<file path="src/rtl/soa_pkg.sv">
// ----------------------------------------------------------------------------
// soa_pkg
// Types, codes and widths of the sector owner allocator.
// ----------------------------------------------------------------------------
package soa_pkg;

  localparam int SECTORS_DEFAULT = 128;

  localparam int CMD_W    = 2;
  localparam int NAME_W   = 16;
  localparam int COUNT_W  = 8;
  localparam int INDEX_W  = 7;
  localparam int STATUS_W = 2;

  localparam logic [CMD_W-1:0] CMD_CREATE = 2'd0;
  localparam logic [CMD_W-1:0] CMD_DELETE = 2'd1;
  localparam logic [CMD_W-1:0] CMD_READ   = 2'd2;

  localparam logic [STATUS_W-1:0] ST_DONE  = 2'd0;
  localparam logic [STATUS_W-1:0] ST_TAKEN = 2'd1;
  localparam logic [STATUS_W-1:0] ST_SHORT = 2'd2;

  localparam logic [COUNT_W-1:0] COUNT_MAX = '1;

  typedef struct packed {
    logic [CMD_W-1:0]   command;
    logic [NAME_W-1:0]  file_name;
    logic [COUNT_W-1:0] sector_count;
    logic [INDEX_W-1:0] sector_index;
  } req_item_t;

  typedef struct packed {
    logic [STATUS_W-1:0] status;
    logic [COUNT_W-1:0]  sectors_changed;
    logic                read_used;
    logic [NAME_W-1:0]   read_owner;
  } rsp_item_t;

  // datapath operation for the current cycle
  typedef enum logic [2:0] {
    OP_IDLE,
    OP_CLEAR,
    OP_CHECK,
    OP_ALLOC,
    OP_DELETE,
    OP_READ
  } dp_op_t;

  // which result word to build
  typedef enum logic [2:0] {
    RK_NONE,
    RK_ZERO,
    RK_CHANGED,
    RK_TAKEN,
    RK_SHORT,
    RK_READ
  } rsp_kind_t;

  typedef struct packed {
    logic      load;
    logic      start;
    dp_op_t    op;
    rsp_kind_t rsp;
  } dp_cmd_t;

  typedef struct packed {
    logic scan_end;
    logic clear_end;
    logic hit;
    logic no_room;
    logic out_free;
  } dp_stat_t;

endpackage

</file>
<file path="src/rtl/soa_req_if.sv">
// ----------------------------------------------------------------------------
// soa_req_if
// Command channel: valid/ready with one command word.
// ----------------------------------------------------------------------------
interface soa_req_if;
  import soa_pkg::*;

  logic      valid;
  logic      ready;
  req_item_t item;

  modport source (output valid, output item, input ready);
  modport sink   (input valid, input item, output ready);
endinterface

</file>
<file path="src/rtl/soa_rsp_if.sv">
// ----------------------------------------------------------------------------
// soa_rsp_if
// Result channel: valid/ready with one result word.
// ----------------------------------------------------------------------------
interface soa_rsp_if;
  import soa_pkg::*;

  logic      valid;
  logic      ready;
  rsp_item_t item;

  modport source (output valid, output item, input ready);
  modport sink   (input valid, input item, output ready);
endinterface

</file>
<file path="src/rtl/soa_ctrl.sv">
// ----------------------------------------------------------------------------
// soa_ctrl
// Sequencer: clearing pass, name check, allocation, delete and read steps.
// ----------------------------------------------------------------------------
module soa_ctrl (
  input  logic                        clk,
  input  logic                        rst,
  input  logic                        req_valid,
  input  logic [soa_pkg::CMD_W-1:0]   req_command,
  output logic                        req_ready,
  output soa_pkg::dp_cmd_t            cmd,
  input  soa_pkg::dp_stat_t           stat
);
  import soa_pkg::*;

  typedef enum logic [7:0] {
    S_CLEAR  = 8'b0000_0001,
    S_IDLE   = 8'b0000_0010,
    S_CHECK  = 8'b0000_0100,
    S_DECIDE = 8'b0000_1000,
    S_ALLOC  = 8'b0001_0000,
    S_DELETE = 8'b0010_0000,
    S_READ   = 8'b0100_0000,
    S_RESP   = 8'b1000_0000
  } state_t;

  state_t    state, state_next;
  rsp_kind_t kind, kind_next;

  always_ff @(posedge clk) begin
    if (rst) begin
      state <= S_CLEAR;
      kind  <= RK_NONE;
    end else begin
      state <= state_next;
      kind  <= kind_next;
    end
  end

  always_comb begin
    state_next = state;
    kind_next  = kind;
    req_ready  = 1'b0;
    cmd.load   = 1'b0;
    cmd.start  = 1'b0;
    cmd.op     = OP_IDLE;
    cmd.rsp    = RK_NONE;
    unique case (state)
      S_CLEAR: begin
        cmd.op = OP_CLEAR;
        if (stat.clear_end) state_next = S_IDLE;
      end
      S_IDLE: begin
        req_ready = 1'b1;
        if (req_valid) begin
          cmd.load  = 1'b1;
          cmd.start = 1'b1;
          unique case (req_command)
            CMD_CREATE: state_next = S_CHECK;
            CMD_DELETE: state_next = S_DELETE;
            CMD_READ:   state_next = S_READ;
            default: begin
              kind_next  = RK_ZERO;
              state_next = S_RESP;
            end
          endcase
        end
      end
      S_CHECK: begin
        cmd.op = OP_CHECK;
        if (stat.scan_end) state_next = S_DECIDE;
      end
      S_DECIDE: begin
        if (stat.hit) begin
          kind_next  = RK_TAKEN;
          state_next = S_RESP;
        end else if (stat.no_room) begin
          kind_next  = RK_SHORT;
          state_next = S_RESP;
        end else begin
          cmd.start  = 1'b1;
          state_next = S_ALLOC;
        end
      end
      S_ALLOC: begin
        cmd.op = OP_ALLOC;
        if (stat.scan_end) begin
          kind_next  = RK_CHANGED;
          state_next = S_RESP;
        end
      end
      S_DELETE: begin
        cmd.op = OP_DELETE;
        if (stat.scan_end) begin
          kind_next  = RK_CHANGED;
          state_next = S_RESP;
        end
      end
      S_READ: begin
        cmd.op     = OP_READ;
        kind_next  = RK_READ;
        state_next = S_RESP;
      end
      S_RESP: begin
        if (stat.out_free) begin
          cmd.rsp    = kind;
          state_next = S_IDLE;
        end
      end
      default: state_next = S_IDLE;
    endcase
  end

endmodule

</file>
<file path="src/rtl/soa_datapath.sv">
// ----------------------------------------------------------------------------
// soa_datapath
// Sector table memory, scan counter, tallies and the result register.
// ----------------------------------------------------------------------------
module soa_datapath #(
  parameter int SECTORS = soa_pkg::SECTORS_DEFAULT
) (
  input  logic                clk,
  input  logic                rst,
  input  soa_pkg::req_item_t  req_item,
  input  soa_pkg::dp_cmd_t    cmd,
  output soa_pkg::dp_stat_t   stat,
  input  logic                rsp_ready,
  output logic                rsp_valid,
  output soa_pkg::rsp_item_t  rsp_item
);
  import soa_pkg::*;

  localparam int AW = $clog2(SECTORS);
  localparam int FW = $clog2(SECTORS + 1);
  localparam int CW = (FW > COUNT_W) ? FW : COUNT_W;
  localparam logic [AW-1:0] LAST = AW'(SECTORS - 1);
  localparam logic [FW-1:0] FULL = FW'(SECTORS);

  typedef struct packed {
    logic              used;
    logic [NAME_W-1:0] tag;
  } entry_t;

  entry_t    mem [SECTORS];
  entry_t    rdata;
  entry_t    wdata;
  req_item_t item_q;
  rsp_item_t rsp_next;

  logic [AW-1:0] scan_addr, rd_addr, raddr, waddr, idx_addr;
  logic          scan_more, rd_pend, hit;
  logic [FW-1:0] done, free;
  logic          scanning, reading, re, we, match, idx_ok, below_want;

  assign scanning = (cmd.op == OP_CLEAR) || (cmd.op == OP_CHECK) ||
                    (cmd.op == OP_ALLOC) || (cmd.op == OP_DELETE);
  assign reading  = (cmd.op == OP_CHECK) || (cmd.op == OP_ALLOC) ||
                    (cmd.op == OP_DELETE);

  assign match      = rd_pend && rdata.used && (rdata.tag == item_q.file_name);
  assign idx_ok     = 32'(item_q.sector_index) < SECTORS;
  assign idx_addr   = AW'(item_q.sector_index);
  assign below_want = CW'(done) < CW'(item_q.sector_count);

  assign re    = (reading && scan_more) || (cmd.op == OP_READ);
  assign raddr = (cmd.op == OP_READ) ? idx_addr : scan_addr;

  always_comb begin
    we    = 1'b0;
    waddr = rd_addr;
    wdata = rdata;
    case (cmd.op)
      OP_CLEAR: begin
        if (scan_more) begin
          we    = 1'b1;
          waddr = scan_addr;
          wdata = '0;
        end
      end
      OP_ALLOC: begin
        // lowest free sectors first, until the count is met
        if (rd_pend && !rdata.used && below_want) begin
          we         = 1'b1;
          wdata.used = 1'b1;
          wdata.tag  = item_q.file_name;
        end
      end
      OP_DELETE: begin
        if (match) begin
          we         = 1'b1;
          wdata.used = 1'b0;
        end
      end
      default: ;
    endcase
  end

  always_ff @(posedge clk) begin
    if (we) mem[waddr] <= wdata;
    if (re) rdata <= mem[raddr];
  end

  always_ff @(posedge clk) begin
    if (rst) begin
      scan_addr <= '0;
      scan_more <= 1'b1;
      rd_pend   <= 1'b0;
      hit       <= 1'b0;
      done      <= '0;
      free      <= FULL;
    end else if (cmd.start) begin
      scan_addr <= '0;
      scan_more <= 1'b1;
      rd_pend   <= 1'b0;
      hit       <= 1'b0;
      done      <= '0;
    end else begin
      if (scanning && scan_more) begin
        if (scan_addr == LAST) scan_more <= 1'b0;
        else                   scan_addr <= scan_addr + 1'b1;
      end
      rd_pend <= reading && scan_more;
      if ((cmd.op == OP_CHECK) && match) hit <= 1'b1;
      if (we && (cmd.op == OP_ALLOC)) begin
        done <= done + 1'b1;
        free <= free - 1'b1;
      end
      if (we && (cmd.op == OP_DELETE)) begin
        done <= done + 1'b1;
        free <= free + 1'b1;
      end
    end
  end

  always_comb begin
    rsp_next = '0;
    case (cmd.rsp)
      RK_CHANGED: begin
        rsp_next.status          = ST_DONE;
        rsp_next.sectors_changed = (CW'(done) > CW'(COUNT_MAX)) ? COUNT_MAX
                                                                : COUNT_W'(done);
      end
      RK_TAKEN: rsp_next.status = ST_TAKEN;
      RK_SHORT: rsp_next.status = ST_SHORT;
      RK_READ: begin
        if (idx_ok && rdata.used) begin
          rsp_next.read_used  = 1'b1;
          rsp_next.read_owner = rdata.tag;
        end
      end
      default: ;
    endcase
  end

  always_ff @(posedge clk) begin
    if (rst) begin
      rsp_valid <= 1'b0;
    end else if (cmd.rsp != RK_NONE) begin
      rsp_valid <= 1'b1;
    end else if (rsp_ready) begin
      rsp_valid <= 1'b0;
    end
  end

  always_ff @(posedge clk) begin
    if (cmd.load) item_q <= req_item;
    rd_addr <= scan_addr;
    if (cmd.rsp != RK_NONE) rsp_item <= rsp_next;
  end

  assign stat.scan_end  = rd_pend && (rd_addr == LAST);
  assign stat.clear_end = scan_more && (scan_addr == LAST);
  assign stat.hit       = hit;
  assign stat.no_room   = CW'(free) < CW'(item_q.sector_count);
  assign stat.out_free  = !rsp_valid || rsp_ready;

endmodule

</file>
<file path="src/rtl/sector_owner_allocator_top.sv">
// ----------------------------------------------------------------------------
// sector_owner_allocator_top
// Sector table that tags sectors with 16-bit owner names.
//
// req carries one command word (create, delete, read); rsp returns one
// result word per command. Both are valid/ready channels.
// Commands are handled one at a time; the table is a single-port-read memory
// scanned one sector per cycle, pipelined with the registered read data.
//   create : name scan, decide, allocation scan, result; a refused create
//            ends after the name scan and the decide step
//   delete : one scan, then result
//   read : one table read, then result; unused command : result only
// The next command can be taken in the same cycle that rsp.valid rises.
// After reset a clearing pass marks every sector free; req.ready stays low
// until it ends.
// The result sits in an output register; a new command is taken while it
// waits, and the next result is held back until rsp.ready drains it.
// ----------------------------------------------------------------------------
module sector_owner_allocator_top #(
  parameter int SECTORS = soa_pkg::SECTORS_DEFAULT
) (
  input  logic       clk,
  input  logic       rst,
  soa_req_if.sink    req,
  soa_rsp_if.source  rsp
);
  import soa_pkg::*;

  dp_cmd_t  cmd;
  dp_stat_t stat;

  soa_ctrl u_ctrl (
    .clk         (clk),
    .rst         (rst),
    .req_valid   (req.valid),
    .req_command (req.item.command),
    .req_ready   (req.ready),
    .cmd         (cmd),
    .stat        (stat)
  );

  soa_datapath #(
    .SECTORS (SECTORS)
  ) u_datapath (
    .clk       (clk),
    .rst       (rst),
    .req_item  (req.item),
    .cmd       (cmd),
    .stat      (stat),
    .rsp_ready (rsp.ready),
    .rsp_valid (rsp.valid),
    .rsp_item  (rsp.item)
  );

endmodule

</file>
<file path="src/flat_wrapper.sv">
// flat-port wrapper written by rule: the top's interface ports become plain ports
module sector_owner_allocator_top_flat import soa_pkg::*;
#(
  parameter int SECTORS = soa_pkg::SECTORS_DEFAULT
)
  (clk, rst, req_valid, req_item, req_ready, rsp_valid, rsp_item, rsp_ready);
  soa_req_if req_i ();
  soa_rsp_if rsp_i ();
  input  logic clk;
  input  logic rst;
  input wire logic [$bits(req_i.valid)-1:0] req_valid;
  input wire logic [$bits(req_i.item)-1:0] req_item;
  output wire logic [$bits(req_i.ready)-1:0] req_ready;
  output wire logic [$bits(rsp_i.valid)-1:0] rsp_valid;
  output wire logic [$bits(rsp_i.item)-1:0] rsp_item;
  input wire logic [$bits(rsp_i.ready)-1:0] rsp_ready;
  assign req_i.valid = req_valid;
  assign req_i.item = req_item;
  assign req_ready = req_i.ready;
  assign rsp_valid = rsp_i.valid;
  assign rsp_item = rsp_i.item;
  assign rsp_i.ready = rsp_ready;
  sector_owner_allocator_top #(.SECTORS(SECTORS)) u_core (.clk(clk), .rst(rst), .req(req_i), .rsp(rsp_i));
endmodule
</file>
<file path="config.mk">
export PLATFORM = sky130hd
export DESIGN_NAME = sector_owner_allocator_top_flat
export DESIGN_NICKNAME = d
export VERILOG_FILES = /design/src/rtl/soa_pkg.sv /design/src/rtl/soa_req_if.sv /design/src/rtl/soa_rsp_if.sv /design/src/rtl/soa_ctrl.sv /design/src/rtl/soa_datapath.sv /design/src/rtl/sector_owner_allocator_top.sv /design/src/flat_wrapper.sv
export SDC_FILE = /design/constraint.sdc
export NUM_CORES = 2
export LEC_CHECK = 0
export ABC_AREA = 1
export BUFFER_PORTS_ARGS = -buffer_cell sky130_fd_sc_hd__buf_4
export CORE_UTILIZATION = 55
export CTS_BUF_LIST = sky130_fd_sc_hd__clkbuf_16
export CTS_CLUSTER_SIZE = 30
export DETAILED_ROUTE_END_ITERATION = 7
export PLACE_DENSITY = 0.76
export SYNTH_ARGS = -nofsm -noshare
export SYNTH_HDL_FRONTEND = slang
export SYNTH_SLANG_ARGS = --single-unit
</file>
<file path="constraint.sdc">
create_clock -name clk -period 8 [get_ports clk]
set_input_delay 2.4 -clock clk [delete_from_list [all_inputs] [get_ports clk]]
set_output_delay 2.4 -clock clk [all_outputs]
set_load 0.02 [all_outputs]
</file>
==> metrics.yaml <==
synth_edf_count: 2251
clock_sinks: 2296
areaGrowthSynthToFinish_pct: 10.2
most_frequent_cell_after_synthesis: "sky130_fd_sc_hd__nand2_1"
final-setup-viol-count: 0
crit-reg2reg-launch: "u_core.u_ctrl.state[2]$_SDFFE_PP0P_"
worstSetupStartpointType: "register"
drv_slew: 0
per_cell_routed_wire_length_um: 25.4
yosysTopAreaCell: "sky130_fd_sc_hd__edfxtp_1"
num-fill-cells: 12400
port-buffer-count: 65
place.gp.congestion: 0.908
ys_ff_latch: 2296
synthesis.yosys.warnings: 0
final_antenna_net_count: 0
syn-cell-area_um2: 93700
syn-instance-count: 7912
cts_hold_repair.buffers: 0
period_needed_ns: 5.34
floorplan.initialDensity_pct: 55.4
numCtsBuffers: 218
detailedRoute.firstPassIterationCount: 6
ys_async_sr_fraction_pct: 0
critical_path_peak_fanout: 245
holdCritPathClass: "reg -> reg"
skew_pair_late_insertion_delay_ns: 0.86
vias_per_cell: 6.25
tritoncts: "done"
achievable-frequency_mhz: 187
yosys.area.top_type_share_pct: 72.1
vias_in_the_first_global_route: 61000
synth.cells.most_frequent: "sky130_fd_sc_hd__nand2_1 (2302), sky130_fd_sc_hd__edfxtp_1 (2251), sky130_fd_sc_hd__nand3_1 (2203)"
postRouteWirelength_um: 262000
clkSlewWorstSetupHoldPaths_ns: 0.06
grt_first_pass_wirelength_um: 384000
clock_skew_ns: 0.0387
drive_above_1_share_pct: 7.72
number_of_drc_violations_after_detailed_routing_iteration_0: 10200
clk_root_buffer_cell: "sky130_fd_sc_hd__clkbuf_16"
multi_input_area_um2: 22200
postSynthAreaPerCell_um2: 11.8
critPathKind: "reg -> reg"
top_area_cells_in_the_synthesized_netlist: "sky130_fd_sc_hd__edfxtp_1 (72%), sky130_fd_sc_hd__nand3_1 (12%), sky130_fd_sc_hd__nand2_1 (9.2%)"
rows: 151
number_of_gates_given_a_new_drive_strength_after_cts: 0
timing_worst_slew_pin_value_ns: 1.37
grtUsageTotal_pct: 29.8
chipHeight_um: 415
critPathArrivalTime_ns: 5.95
final_worst_path_cycle_share_pct: 66.8
placement.setup.worst_slack_ns: 3.01
syn-num-nets: 7973
timing.critical_path.cells: "inv_2 -> nand2_1 -> nor2_4 -> nand2_8 -> nand2_2 -> buf_4 -> nand2_8 -> buf_12 -> nand2_1 -> nand3_1 -> nand3_1 -> nand3_1 -> nand3_1 -> nand3_1 -> nand3_1 -> nand2_1"
max_cap_violation_count: 0
postLayoutSetupSlackWorst_ns: 2.66
antenna_cells: 0
layout.area.seq_um2: 68500
design.final.nets: 7967
critical_path.startpoint: "u_core.u_ctrl.state[2]$_SDFFE_PP0P_"
synth_sequential_area_ratio_pct: 73.1
final-hold-violation-count: 0
cp-end-kind: "register"
min_from: "u_core.u_datapath.scan_addr[5]$_SDFFE_PP0P_"
dominantRegCellSynth: "sky130_fd_sc_hd__edfxtp_1"
vias_post_dr: 64400
place.detailed.hpwl_um: 144000
worst_path_required_ns: 8.60
cts_post_setup_buffers_inserted: 0
antenna_found_initial: 4
core_area_um2: 169000
rrSetupSlack_ns: 2.66
grt-ovfl-total: 0
slowest_delay_ns: 0.75
die_width_um: 415
critPathSlowestCell: "sky130_fd_sc_hd__nand2_8"
floorplan.io_pins: 66
total_leakage_power_uw: 0.0371
slew_headroom_pct: 7.92
h-tree-depth: 4
route.detailed.drc: 0
power_density_nw_per_um2: 326
rsz_0062_raised_after_global_routing: "false"
pin_count_of_the_biggest_net_entering_global_routing: 246
ir_drop_v: 0.000392
worst_path_most_repeated_cell: "sky130_fd_sc_hd__nand3_1"
run_status: "finished, final reports clean"
final.setup.tns_ns: 0
ctsLongestPathBuffers: 3
yosys.cell_types.count: 45
die_area_um2: 172000
[final timing paths]
path                                                              end  cells past startpoint
worst min register to register   u_core.u_datapath.rd_addr[5]$_DFF_P_                      0
worst min-delay path             u_core.u_datapath.rd_addr[5]$_DFF_P_                      0
worst max register to register  u_core.u_datapath.rdata[10]$_DFFE_PP_                     16
worst max-delay path            u_core.u_datapath.rdata[10]$_DFFE_PP_                     16
[worst max-delay path: cells and delay by family, from the launching register on]
| family | cells | cell delay (ns) |
|---|---|---|
| simple gates | 13 | 3.23 |
| buf+inv | 3 | 1.16 |
| flops | 1 | 0.32 |
[through the flow]
stage               area, um2  power (uW)  utilization (%)  hold slack [ns]  std cells
floorplan               93700       20700                -            0.364       7912
global placement        96500       23500             57.0            0.373       9903
detailed placement      96500       23800             57.0            0.377       9904
CTS                    103000       33400             61.0            0.385      10300
global route           103000       34700             61.0            0.394      10300
finish                 103000       33700             61.0            0.387      10300
[layout by cell type, fill, tap and decap left out, types with 22 or more instances in the layout]
| cell type | count |
|---|---|
| sky130_fd_sc_hd__edfxtp_1 | 2251 |
| sky130_fd_sc_hd__nor2_1 | 187 |
| sky130_fd_sc_hd__clkinv_2 | 35 |
| sky130_fd_sc_hd__clkinv_1 | 67 |
| sky130_fd_sc_hd__o21ai_0 | 30 |
| sky130_fd_sc_hd__nand2_1 | 2299 |
| sky130_fd_sc_hd__buf_4 | 250 |
| sky130_fd_sc_hd__a21oi_1 | 38 |
| sky130_fd_sc_hd__nand3_1 | 2203 |
| sky130_fd_sc_hd__ha_1 | 23 |
| sky130_fd_sc_hd__nand4_1 | 22 |
| sky130_fd_sc_hd__inv_1 | 233 |
| sky130_fd_sc_hd__dfxtp_1 | 45 |
| sky130_fd_sc_hd__clkbuf_16 | 222 |
[cell type report]
class	count	area share, %
clock buffer	222	5.38
clock inverter	178	1.19
inverter	195	0.718
multi-input combinational	4924	21.5
sequential	2296	66.3
tap	2218	2.69
timing repair buffer	271	2.22
[state kept, by name, summed over array words and instances, names as in the netlist, 7 cells and up]
register                     count
u_core.u_datapath.done           8
u_core.u_datapath.rd_addr        7
u_core.u_datapath.mem         2176
u_core.u_ctrl.state              8
u_core.u_datapath.idx_addr       7
u_core.u_datapath.scan_addr      7
u_core.u_datapath.item_q        24
u_core.u_datapath.rsp_item      27
u_core.u_datapath.rdata         17
u_core.u_datapath.free           8
[report_power, final]
part	switching, uW	total, uW	internal, uW
Combinational	7200	9340	2140
Sequential	122	14500	14400
Clock	4410	9830	5420
[kinds of logic after synthesis]
| logic type | count (synthesis) | share of synthesized area (%) |
|---|---|---|
| buf+inv | 692 | 3.40 |
| simple gates | 4774 | 22.3 |
| fa+ha+maj | 24 | 0.328 |
| compound gates | 108 | 0.682 |
| xor+xnor | 18 | 0.168 |
| flops | 2296 | 73.1 |
[layer usage]
metal  wire [um]  track usage [%]
met3       34100             7.04
met2      120000             45.6
met4       13300             14.9
met5          17                0
met1       94100             40.2
No activity file was read; power rests on OpenSTA's default activity.
